==> src/rtl/core/grpt_pkg.sv <==
// ----------------------------------------------------------------------------
// grpt_pkg
// Shared types and constants for the grid rectangle placement table.
// ----------------------------------------------------------------------------
`default_nettype none
package grpt_pkg;
  localparam int unsigned MaxEntriesDef = 16;
  localparam int unsigned MaxGridDef    = 16;
  localparam int unsigned TagBitsDef    = 16;

  typedef enum logic [1:0] {
    CMD_ADD    = 2'd0,
    CMD_MOVE   = 2'd1,
    CMD_ROTATE = 2'd2,
    CMD_REMOVE = 2'd3
  } cmd_e;

  typedef enum logic [1:0] {
    ST_OK       = 2'd0,
    ST_NO_FIT   = 2'd1,
    ST_NOT_FOUND = 2'd2,
    ST_FULL     = 2'd3
  } status_e;

  localparam logic [0:0] REG_COLS = 1'b0;
  localparam logic [0:0] REG_ROWS = 1'b1;
endpackage
`default_nettype wire

==> src/rtl/core/grpt_store.sv <==
// ----------------------------------------------------------------------------
// grpt_store
// Entry memory: one write port, one registered read port.
// ----------------------------------------------------------------------------
`default_nettype none
module grpt_store #(
  parameter int unsigned Depth = 16,
  parameter int unsigned Width = 35
) (
  input  wire logic                     clk_i,
  input  wire logic                     we_i,
  input  wire logic [$clog2(Depth)-1:0] waddr_i,
  input  wire logic [Width-1:0]         wdata_i,
  input  wire logic [$clog2(Depth)-1:0] raddr_i,
  output logic      [Width-1:0]         rdata_o
);
  logic [Width-1:0] mem_q [Depth];

  always_ff @(posedge clk_i) begin
    if (we_i) begin
      mem_q[waddr_i] <= wdata_i;
    end
    rdata_o <= mem_q[raddr_i];
  end
endmodule
`default_nettype wire

==> src/rtl/core/grid_rectangle_placement_table.sv <==
// ----------------------------------------------------------------------------
// grid_rectangle_placement_table
// First-fit rectangle placement with rotation, entries kept in a memory.
// ----------------------------------------------------------------------------
// Every command runs through a sequencer around one memory with a registered
// read port, one entry read per cycle. A lookup for move, rotate or remove
// walks the entries up to the first tag match. An add tests each candidate
// (slot, orientation) by sweeping all N stored entries, and there are up to
// 2*rows*cols candidates. Move and rotate run one sweep after the lookup;
// remove shifts the tail down one entry at a time, reading entry k+1 and
// then writing it to k. The result word is held in an output register
// and the next word is taken once it is gone. No clearing pass after reset.
`default_nettype none
module grid_rectangle_placement_table #(
  parameter int unsigned MAX_ENTRIES = grpt_pkg::MaxEntriesDef,
  parameter int unsigned MAX_GRID    = grpt_pkg::MaxGridDef,
  parameter int unsigned TAG_BITS    = grpt_pkg::TagBitsDef
) (
  input  wire logic        clk_i,
  input  wire logic        rst_ni,
  // {command, item_tag, item_width, item_height, target_x, target_y}, low bit up
  input  wire logic        s_axis_tvalid_i,
  output logic             s_axis_tready_o,
  input  wire logic [39:0] s_axis_tdata_i,
  // {status, result_x, result_y, result_rotated, result_width, result_height},
  // low bit up
  output logic             m_axis_tvalid_o,
  input  wire logic        m_axis_tready_i,
  output logic [23:0]      m_axis_tdata_o,
  input  wire logic        psel,
  input  wire logic        penable,
  input  wire logic        pwrite,
  input  wire logic [2:0]  paddr,
  input  wire logic [31:0] pwdata,
  output logic [31:0]      prdata,
  output logic             pready
);
  localparam int unsigned IW = (MAX_ENTRIES > 1) ? $clog2(MAX_ENTRIES) : 1;
  localparam int unsigned CW = $clog2(MAX_ENTRIES + 1);
  localparam int unsigned TW = (TAG_BITS < 16) ? TAG_BITS : 16;
  localparam int unsigned EW = TW + 4 + 4 + 5 + 5 + 1;
  localparam logic [4:0] GridMax = (MAX_GRID > 16) ? 5'd16 : 5'(MAX_GRID);

  localparam logic [2:0] S_IDLE = 3'd0, S_SCAN = 3'd1, S_FIND = 3'd2,
                         S_CHK = 3'd3, S_SHIFT = 3'd4, S_OUT = 3'd5;

  // config registers
  logic [4:0] cols_q, rows_q;
  logic       wr_en;
  assign pready = 1'b1;
  assign wr_en  = psel && penable && pwrite;
  always_ff @(posedge clk_i or negedge rst_ni) begin
    if (!rst_ni) begin
      cols_q <= 5'd8;
      rows_q <= 5'd8;
    end else if (wr_en && paddr[2] == grpt_pkg::REG_COLS && paddr[1:0] == 2'b00) begin
      cols_q <= pwdata[4:0];
    end else if (wr_en && paddr[2] == grpt_pkg::REG_ROWS && paddr[1:0] == 2'b00) begin
      rows_q <= pwdata[4:0];
    end
  end
  always_comb begin
    prdata = '0;
    if (paddr == {grpt_pkg::REG_COLS, 2'b00}) prdata[4:0] = cols_q;
    else if (paddr == {grpt_pkg::REG_ROWS, 2'b00}) prdata[4:0] = rows_q;
  end

  logic [4:0] ecols, erows;
  assign ecols = (cols_q > GridMax) ? GridMax : cols_q;
  assign erows = (rows_q > GridMax) ? GridMax : rows_q;

  // command registers
  logic [2:0]    st_q;
  logic [1:0]    cmd_q;
  logic [TW-1:0] tag_q;
  logic [4:0]    w_q, h_q;
  logic [3:0]    tx_q, ty_q;
  logic [CW-1:0] cnt_q;
  logic [CW-1:0] idx_q;      // entry being issued
  logic          rv_q;       // read data valid this cycle
  logic          rv_d;
  logic          rlast_q;
  logic [IW-1:0] k_q;        // found index
  logic [4:0]    cx_q, cy_q; // candidate position
  logic          cr_q;       // candidate rotation
  logic          hit_q;      // overlap seen in sweep
  logic [EW-1:0] ent_q;      // found entry
  logic [23:0]   res_q;
  logic          ph_q;       // shift phase

  // memory
  logic          we;
  logic [IW-1:0] waddr, raddr;
  logic [EW-1:0] wdata, rdata;
  grpt_store #(.Depth(MAX_ENTRIES), .Width(EW)) u_store (
    .clk_i, .we_i(we), .waddr_i(waddr), .wdata_i(wdata),
    .raddr_i(raddr), .rdata_o(rdata)
  );

  // entry fields: {turned, tall, wide, row, col, tag}
  logic [TW-1:0] r_tag;
  logic [3:0]    r_col, r_row;
  logic [4:0]    r_wide, r_tall, r_w, r_h;
  logic          r_turn;
  assign {r_turn, r_tall, r_wide, r_row, r_col, r_tag} = rdata;
  assign r_w = r_turn ? r_tall : r_wide;
  assign r_h = r_turn ? r_wide : r_tall;

  // candidate geometry
  logic [4:0] cw, ch;
  logic [5:0] cxe, cye, rxe, rye;
  logic       inb, ovl, skip;
  assign cw  = cr_q ? h_q : w_q;
  assign ch  = cr_q ? w_q : h_q;
  assign cxe = {1'b0, cx_q} + {1'b0, cw};
  assign cye = {1'b0, cy_q} + {1'b0, ch};
  assign rxe = {2'b0, r_col} + {1'b0, r_w};
  assign rye = {2'b0, r_row} + {1'b0, r_h};
  assign inb = (cxe <= {1'b0, ecols}) && (cye <= {1'b0, erows});
  assign skip = (cmd_q != grpt_pkg::CMD_ADD) && (r_tag == tag_q);
  assign ovl = !skip && ({1'b0, cx_q} < rxe) && (cxe > {2'b0, r_col}) &&
               ({1'b0, cy_q} < rye) && (cye > {2'b0, r_row});

  logic idle_acc;
  assign s_axis_tready_o = (st_q == S_IDLE) && !m_axis_tvalid_o;
  assign idle_acc = s_axis_tvalid_i && s_axis_tready_o;
  assign m_axis_tdata_o = res_q;

  logic [IW-1:0] idx_n;
  assign idx_n = idx_q[IW-1:0];
  assign raddr = (st_q == S_SHIFT) ? IW'(k_q + 1'b1) : idx_n;

  // read issue: lookup until a match, sweep until the last entry
  always_comb begin
    rv_d = 1'b0;
    if (st_q == S_FIND) rv_d = !(rv_q && r_tag == tag_q) && (idx_q < cnt_q);
    else if (st_q == S_CHK) rv_d = (idx_q < cnt_q) && !(rv_q && rlast_q);
  end

  // sweep end and fit decision
  logic done_sweep, fitok, chk_end;
  assign done_sweep = rv_q && rlast_q;
  assign fitok = inb && !hit_q && !(rv_q && ovl);
  assign chk_end = (st_q == S_CHK) && (done_sweep || cnt_q == '0);

  // entry written on success
  logic [EW-1:0] new_ent;
  assign new_ent = (cmd_q == grpt_pkg::CMD_ADD) ?
    {cr_q, h_q, w_q, cy_q[3:0], cx_q[3:0], tag_q} :
    {cr_q, ent_q[EW-2 -: 10], cy_q[3:0], cx_q[3:0], tag_q};

  always_comb begin
    we = 1'b0; waddr = k_q; wdata = new_ent;
    if (st_q == S_SHIFT && ph_q) begin
      we = 1'b1; wdata = rdata;
    end else if (chk_end && fitok) begin
      we = 1'b1;
      waddr = (cmd_q == grpt_pkg::CMD_ADD) ? cnt_q[IW-1:0] : k_q;
    end
  end

  // sequencer
  always_ff @(posedge clk_i or negedge rst_ni) begin
    if (!rst_ni) begin
      st_q <= S_IDLE; cnt_q <= '0; m_axis_tvalid_o <= 1'b0;
      rv_q <= 1'b0; rlast_q <= 1'b0; ph_q <= 1'b0;
    end else begin
      if (st_q == S_OUT) m_axis_tvalid_o <= 1'b1;
      else if (m_axis_tvalid_o && m_axis_tready_i) m_axis_tvalid_o <= 1'b0;
      rv_q <= rv_d;
      unique case (st_q)
        S_IDLE: if (idle_acc) begin
          cmd_q <= s_axis_tdata_i[1:0];
          tag_q <= s_axis_tdata_i[2 +: TW];
          w_q <= s_axis_tdata_i[22:18]; h_q <= s_axis_tdata_i[27:23];
          tx_q <= s_axis_tdata_i[31:28]; ty_q <= s_axis_tdata_i[35:32];
          idx_q <= '0; hit_q <= 1'b0;
          cx_q <= '0; cy_q <= '0; cr_q <= 1'b0;
          if (s_axis_tdata_i[1:0] == grpt_pkg::CMD_ADD) begin
            if (cnt_q >= CW'(MAX_ENTRIES)) begin
              res_q <= {22'd0, grpt_pkg::ST_FULL}; st_q <= S_OUT;
            end else st_q <= S_SCAN;
          end else st_q <= S_FIND;
        end
        // add: step candidates
        S_SCAN: begin
          if (cy_q >= erows) begin
            res_q <= {22'd0, grpt_pkg::ST_NO_FIT}; st_q <= S_OUT;
          end else if (cx_q >= ecols) begin
            cx_q <= '0; cy_q <= cy_q + 5'd1;
          end else begin
            idx_q <= '0; hit_q <= 1'b0; st_q <= S_CHK;
          end
        end
        // lookup by tag
        S_FIND: begin
          if (rv_q && r_tag == tag_q) begin
            ent_q <= rdata; k_q <= IW'(idx_q - 1'b1);
            if (cmd_q == grpt_pkg::CMD_REMOVE) begin
              res_q <= {3'd0, r_tall, r_wide, r_turn, r_row, r_col, grpt_pkg::ST_OK};
              ph_q <= 1'b0; st_q <= S_SHIFT;
            end else begin
              cx_q <= (cmd_q == grpt_pkg::CMD_MOVE) ? {1'b0, tx_q} : {1'b0, r_col};
              cy_q <= (cmd_q == grpt_pkg::CMD_MOVE) ? {1'b0, ty_q} : {1'b0, r_row};
              cr_q <= r_turn ^ (cmd_q == grpt_pkg::CMD_ROTATE);
              w_q <= r_wide; h_q <= r_tall;
              idx_q <= '0; hit_q <= 1'b0; st_q <= S_CHK;
            end
          end else if (idx_q >= cnt_q) begin
            if (!rv_q) begin
              res_q <= {22'd0, grpt_pkg::ST_NOT_FOUND}; st_q <= S_OUT;
            end
          end else begin
            idx_q <= idx_q + 1'b1;
          end
        end
        // sweep all entries against candidate
        S_CHK: begin
          if (rv_q && ovl) hit_q <= 1'b1;
          if (idx_q < cnt_q && !(rv_q && rlast_q)) begin
            rlast_q <= (idx_q + 1'b1 == cnt_q);
            idx_q <= idx_q + 1'b1;
          end else if (done_sweep || cnt_q == '0) begin
            if (fitok) begin
              if (cmd_q == grpt_pkg::CMD_ADD) cnt_q <= cnt_q + 1'b1;
              res_q <= {13'd0, cr_q, cy_q[3:0], cx_q[3:0], grpt_pkg::ST_OK};
              st_q <= S_OUT;
            end else if (cmd_q == grpt_pkg::CMD_ADD) begin
              if (cr_q) begin cr_q <= 1'b0; cx_q <= cx_q + 5'd1; end
              else cr_q <= 1'b1;
              st_q <= S_SCAN;
            end else begin
              res_q <= {13'd0, ent_q[EW-1], ent_q[TW+4 +: 4], ent_q[TW +: 4],
                        grpt_pkg::ST_NO_FIT};
              st_q <= S_OUT;
            end
          end
        end
        // close the gap: read k+1, write to k
        S_SHIFT: begin
          if (32'(k_q) + 1 >= 32'(cnt_q)) begin
            cnt_q <= cnt_q - 1'b1; st_q <= S_OUT;
          end else if (!ph_q) ph_q <= 1'b1;
          else begin ph_q <= 1'b0; k_q <= k_q + 1'b1; end
        end
        S_OUT: begin
          st_q <= S_IDLE;
        end
        default: st_q <= S_IDLE;
      endcase
    end
  end

  // bits with no use here
  logic unused_ok;
  assign unused_ok = ^{s_axis_tdata_i[39:36], pwdata[31:5], ent_q[TW-1:0]};
endmodule
`default_nettype wire

==> config.mk <==
export PLATFORM = sky130hd
export DESIGN_NAME = grid_rectangle_placement_table
export DESIGN_NICKNAME = d
export VERILOG_FILES = /design/src/rtl/core/grpt_pkg.sv /design/src/rtl/core/grpt_store.sv /design/src/rtl/core/grid_rectangle_placement_table.sv
export SDC_FILE = /design/constraint.sdc
export NUM_CORES = 1
export LEC_CHECK = 0
export BUFFER_PORTS_ARGS = -buffer_cell sky130_fd_sc_hd__buf_2
export CAP_MARGIN = 15
export CORE_UTILIZATION = 60
export CTS_BUF_LIST = sky130_fd_sc_hd__clkbuf_4 sky130_fd_sc_hd__clkbuf_8
export CTS_CLUSTER_SIZE = 30
export DETAILED_ROUTE_END_ITERATION = 10
export PLACE_DENSITY = 0.88
export SYNTH_ARGS = -nofsm -noshare
export SYNTH_HDL_FRONTEND = slang
export SYNTH_SLANG_ARGS = --single-unit
==> constraint.sdc <==
create_clock -name clk_i -period 7.8 [get_ports clk_i]
set_input_delay 0.39 -clock clk_i [delete_from_list [all_inputs] [get_ports clk_i]]
set_output_delay 0.39 -clock clk_i [all_outputs]
set_load 0.01 [all_outputs]
# After elaboration in Yosys (flattened, before gate mapping)
# Memories as Yosys holds them, arrays and structs flattened. A register that Yosys moved wholly into a read port is not among the register bits.
# Cells that the tools add are included.
dict set report totals {
  ram_bits 560
  output_inout_bits 59
  mem_count 1
  ff_bits 138
  inputBits 82
  elab_cells 265
}
dict set report classes {
  n_lt_le_gt_ge 14
  mux 113
  bitwise_logic 3
  add_sub_neg 12
  n_reduce_logical 61
  n_eq_ne 39
}
# memory depth word_bits rd rd_clocked_by_memory_dff write_ports line
set mem_list {}
lappend mem_list {u_store.mem_q 16 35 1 1 1 grpt_store.sv:17} ;# logic [Width-1:0] mem_q [Depth];
# operator count
set op_table {}
lappend op_table {{2-to-1 mux 24 bit} 12}
lappend op_table {{2-to-1 mux 5 bit} 39}
lappend op_table {{one-hot mux 24 bit (4 select lines)} 1}
lappend op_table {{2-to-1 mux 3 bit} 14}
lappend op_table {{one-hot mux 5 bit (4 select lines)} 2}
lappend op_table {{2-to-1 mux 4 bit} 9}
lappend op_table {{2-to-1 mux 35 bit} 1}
lappend op_table {{2-to-1 mux 34 bit} 1}
lappend op_table {{one-hot mux 5 bit (2 select lines)} 3}
lappend op_table {{logical AND 1 bit} 25}
lappend op_table {{2-to-1 mux 1 bit} 25}
lappend op_table {{inequality test 2 bit (second input constant)} 12}
lappend op_table {{AND reduction 12 bit} 2}
lappend op_table {{adder 5 x 1 -> 5 bit (second input constant)} 4}
lappend op_table {{>= comparator 5 bit} 4}
lappend op_table {{inequality test 2 x 1 -> 1 bit (second input constant)} 9}
lappend op_table {{equality test 16 bit} 1}
lappend op_table {{AND reduction 8 bit} 2}
lappend op_table {{one-hot mux 3 bit (5 select lines)} 1}
lappend op_table {{one-hot mux 5 bit (3 select lines)} 1}
lappend op_table {{AND reduction 7 bit} 2}
lappend op_table {{adder 4 x 5 -> 6 bit} 2}
lappend op_table {{adder 5 x 5 -> 6 bit} 2}
lappend op_table {{greater-than comparator 6 x 4 -> 1 bit} 2}
lappend op_table {{38 further kinds} 66}

# Longest topological paths before layout
dict set report logic_depth {
  word_depth 15
  depth_mapped 17
  ltp_nobuf 15
}

# Hierarchy
# A second synthesis with hierarchy kept.
dict set report hier_totals {
  cells_unflattened 1753
  hier_area_um2 30319.1
}
# mod n_inst area_per_inst_um2 seq_area_each_um2 cells_per_inst
set modules_own_cells {}
lappend modules_own_cells {grpt_store 1 22052.4 17516.8 914}
lappend modules_own_cells {grid_rectangle_placement_table 1 8266.7 3465.8 839}

# Worst setup path after synthesis
# No wires, ideal clock.
dict set report synth_path {
  path_type {register -> register}
  start {register cr_q}
  end {memory u_store.mem_q[0][0] (enable)}
  period_less_slack_ns 6.025
  setup_time_ns 0.439
  path_buffers 1
  required_ns 7.361
  arrival_ns 5.586
  stages_incl_launch_ff 17
  path_slack_ns 1.775
  path_cell_list {edfxtp_1 > clkbuf_1 > mux2_2 > ha_1 > fa_1 > a21o_1 > a21oi_1 > xnor2_1 > ha_1 > nor2_1 > a31oi_1 > o31ai_1 > nand4b_2 > or3_4 > a2111oi_4 > o21ai_1 > a21oi_1}
}
dict set report synth_via {
  elab_chain_len 14
  elab_cells_between_ends 23
  cone_classes {add/sub (2); order compare (4); mux (8); reduce/logical (9)}
}
# item line
set synth_rtl {}
lappend synth_rtl {{start: declaration} grid_rectangle_placement_table.sv:85} ;# logic cr_q;
lappend synth_rtl {{start signal: assignment} grid_rectangle_placement_table.sv:205} ;# cr_q <= r_turn ^ (cmd_q == grpt_pkg::CMD_ROTATE);
lappend synth_rtl {{2-to-1 mux 5 bit} grid_rectangle_placement_table.sv:113} ;# assign cw = cr_q ? h_q : w_q;
lappend synth_rtl {{adder 5 x 5 -> 6 bit} grid_rectangle_placement_table.sv:115} ;# assign cxe = {1'b0, cx_q} + {1'b0, cw};
lappend synth_rtl {{greater-than comparator 6 x 4 -> 1 bit} grid_rectangle_placement_table.sv:121} ;# assign ovl = !skip && ({1'b0, cx_q} < rxe) && (cxe > {2'b0, r_col}) &&
lappend synth_rtl {{logical AND 1 bit (2 in series)} grid_rectangle_placement_table.sv:121}
lappend synth_rtl {{logical AND 1 bit} grid_rectangle_placement_table.sv:122} ;# ({1'b0, cy_q} < rye) && (cye > {2'b0, r_row});
lappend synth_rtl {{logical AND 1 bit} grid_rectangle_placement_table.sv:143} ;# assign fitok = inb && !hit_q && !(rv_q && ovl);
lappend synth_rtl {{logical NOT 1 bit} grid_rectangle_placement_table.sv:143}
lappend synth_rtl {{logical AND 1 bit *} grid_rectangle_placement_table.sv:143}
lappend synth_rtl {{logical AND 1 bit *} grid_rectangle_placement_table.sv:156} ;# end else if (chk_end && fitok) begin
lappend synth_rtl {{2-to-1 mux 1 bit} grid_rectangle_placement_table.sv:156}
lappend synth_rtl {{2-to-1 mux 1 bit} grid_rectangle_placement_table.sv:154} ;# if (st_q == S_SHIFT && ph_q) begin
lappend synth_rtl {{2-to-1 mux 1 bit} grpt_store.sv:20} ;# if (we_i) begin
lappend synth_rtl {{2-to-1 mux 1 bit (implied by the code)} grpt_store.sv:21} ;# mem_q[waddr_i] <= wdata_i;
lappend synth_rtl {{end: declaration} grpt_store.sv:17}
# Every way passes the cells marked *; elsewhere a longest branch is shown, timed or not.

# Worst setup path in the final report
dict set report layout_path {
  start {register cr_q}
  end {memory u_store.mem_q[1][24] (enable)}
}
# The elaborated chain is that of the path after synthesis.

==> flow_summary.ini <==
[run_status]
status = finished clean

[critical_path]
worst_setup_path_start_kind = flop
cp.arrival_ps = 6590
worstRegToRegCells = 14
cp.required_ps = 8150
crit_path_end_kind = flop
crit_type = flop to flop
cp_max_fo = 19

[logic_synthesis]
yosysSeqAreaShare_pct = 68.96
async_flop_share_pct = 3.081
netlist.area_leader.share_pct = 64.84
ys_warn_count = 0
synth-edff-count = 657
synthCells = 1797
synthTopCellsByArea = edfxtp_1, mux4_2, ha_1
synth_most_common_cell = edfxtp_1
synth_largest_area_cell = edfxtp_1
netlist_area_um2 = 30430
ys_ff_latch = 714
yosys-top-cells-count = edfxtp_1, mux4_2, nand2_1, a21oi_1, ha_1
synth_ff_type = edfxtp_1
syn_area_per_cell_um2 = 16.93
synth_cell_types = 69

[clock_tree]
cts_buffers = 105
h-tree-depth = 3
cts_sinks = 714
clk_pin_slew_ps = 60
clock_path_buffers = 3
clk_latency_ps = 720
clock-root-buffer = clkbuf_8
cts_tree = done

[timing]
skew_ps = 38.35
fmax_ghz = 0.1602
fin_setup_tns_ps = 0
rsz0062_at_grt = no
finalCriticalPeriod_ps = 6244
worst_pin_slew_ps = 1170
final_max_slew_viol_count = 0
finalHoldViolations = 0
min_period_over_period_pct = 80.04
finalSetupViolations = 0
max_slew_margin_pct = 21.83

[power]
power_w = 0.01237
irDropWorstVdd_mv = 0.2668
p_leak_nw = 12.18
powerDensity_nw_per_um2 = 358.2

[layout]
fin_area_um2 = 34530
fillCellCount = 3032
area_growth_pct = 13.47
fin_cells = 2767
final_util_pct = 68.96
nets = 2161
n_antenna_cell = 0
drive_gt1_share_pct = 25.25

[floorplanning]
coreArea_um2 = 50070
start_util_pct = 60.78
fp.dieW_um = 227.2
die_h_um = 227.2
rows = 82
ios = 141
dieArea_um2 = 51620

[place]
io_buffer_count = 78
place_area_um2 = 31850
dp.cells = 2521
place.gp.congestion = 0.9422
dp.final_hpwl_um = 41620

[worst_hold_path]
hp-class = input port to async pin

[route]
ant_nets = 0
first_pass_iters = 6
wirelength_um = 71500
vias = 17530
wl_per_cell_um = 25.84
drc = 0
vias_per_cell = 6.336
drt_iter0_markers = 2177

[global_route]
grt_max_degree = 141
grt-ovfl-total = 0
grt_pass1_wl_um = 108100
grt_usage_pct = 28.68
antenna_found_initial = 0
grt_pass1_vias = 17980

[job]
cap_violations = 0
==> metrics by stage <==
stage / hold slack [ps] / setup slack (ps)
2_1_floorplan: 94.41 / 1775
3_3_place_gp: 407.9 / 1790
3_5_place_dp: 426.6 / 1616
4_1_cts: 183.5 / 1537
5_1_grt: 217.4 / 1265
6_report: 227.8 / 1557
==> metal layers <==
layer | track usage [%] | part of all wire, % | wire length [µm] | vias up
met1 | 37.79 | 37 | 26330 | 8760
li1 | - | - | - | 7425
met4 | 10.22 | 3.0 | 2146 | 0
met5 | 0 | 0 | 0 | -
met2 | 48.49 | 51 | 36310 | 1168
met3 | 4.917 | 9.4 | 6722 | 180
==> flip-flops by register name (all words and copies together) (netlist names) <==
register	count
u_store.mem_q	560
rows_q	5
st_q	3
ty_q	4
cx_q	5
cols_q	5
ph_q	1
k_q	4
tag_q	16
w_q	5
m_axis_tvalid_o	1
rlast_q	1
m_axis_tdata_o	21
hit_q	1
cy_q	5
ent_q	19
cr_q	1
u_store.rdata_o	35
cnt_q	5
tx_q	4
idx_q	5
h_q	5
cmd_q	2
rv_q	1
==> final timing paths <==
| kind | to | slack (ps) | from |
|---|---|---|---|
| min | m_axis_tvalid_o$_DFFE_PN0P_ | 230 | rst_ni |
| max in group asynchronous | cnt_q[1]$_DFFE_PN0P_ | 7170 | rst_ni |
| min reg2reg | ent_q[23]$_DFFE_PP_ | 520 | u_store.rdata_o[23]$_DFF_P_ |
| max reg2reg | u_store.mem_q[1][24]$_DFFE_PP_ | 1560 | cr_q$_DFFE_PP_ |
| min in group clk_i | rows_q[1]$_DFFE_PN0P_ | 230 | penable |
| max | u_store.mem_q[1][24]$_DFFE_PP_ | 1560 | cr_q$_DFFE_PP_ |
==> cells by family (layout without fill, tap and decap cells) <==
| family | count (synthesis) | after routing | synth area share [%] |
|---|---|---|---|
| mux | 236 | 236 | 13.63 |
| simple gates | 305 | 305 | 4.729 |
| flops | 714 | 714 | 68.96 |
| compound gates | 262 | 262 | 5.465 |
| other cells | 2 | 31 | 0.02468 |
| fa+ha+maj | 77 | 77 | 3.289 |
| xor+xnor | 51 | 51 | 1.468 |
| buf+inv | 150 | 419 | 2.434 |
==> cell type report <==
| class | count | area (µm²) | area share (%) |
|---|---|---|---|
| clock buffer | 161 | 1941 | 5.620 |
| clock inverter | 39 | 292.8 | 0.8479 |
| inverter | 40 | 150.1 | 0.4348 |
| multi-input combinational | 962 | 9049 | 26.21 |
| sequential | 714 | 20980 | 60.77 |
| tap | 672 | 840.8 | 2.435 |
| timing repair buffer | 179 | 1274 | 3.689 |
==> worst max-delay path: stages, from the launching register on <==
cell,delay (ps)
edfxtp_1,730
mux2_2,420
ha_1,240
fa_1,450
xor2_1,280
ha_1,290
o21ai_0,170
a21oi_1,80
o31ai_1,270
nand4b_2,280
or3_4,480
a2111oi_4,430
o21ai_1,370
a21oi_4,850
buf_4,510
==> layout by cell type (no fill, tap or decap), types with 8 or more instances in the layout <==
cell type      netlist  layout
a211oi_1            39      39
a21o_1              22      22
a21oi_1             91      75
a21oi_4              0      16
and2_1              11      11
buf_2               28      81
buf_4               38      53
clkbuf_4             0      44
clkbuf_8             0     117
clkinv_1             0      16
clkinv_2             0      14
conb_1               2      31
dfrtp_1             20      20
dfxtp_1             35      35
dlygate4sd3_1        0      43
edfxtp_1           657     657
ha_1                72      72
inv_1               39      39
mux2_2              28      28
mux2i_1             68      68
mux4_2             140     140
nand2_1            140     140
nand2b_1             8       8
nand3_1             11      11
nor2_1              46      46
nor2b_1             46      46
nor3_1               9       9
o21ai_0             47      47
o22ai_1             10      10
xnor2_1             33      33
xor2_1              18      18
==> where the power goes <==
group,total (W),internal [W],switching (W)
Clock,0.00315,0.00170,0.00145
Combinational,0.00422,0.00188,0.00235
Sequential,0.00500,0.00464,0.000363
Total,0.0124,0.00821,0.00416
==> repair_timing <==
item | 4_1_cts | 5_1_grt
hold buffers | 43 | 0
resized for setup | 0 | 0
buffers inserted | 0 | 0
hold endpoints to repair | 67 | 0
Power figures use the tool's default switching activity.
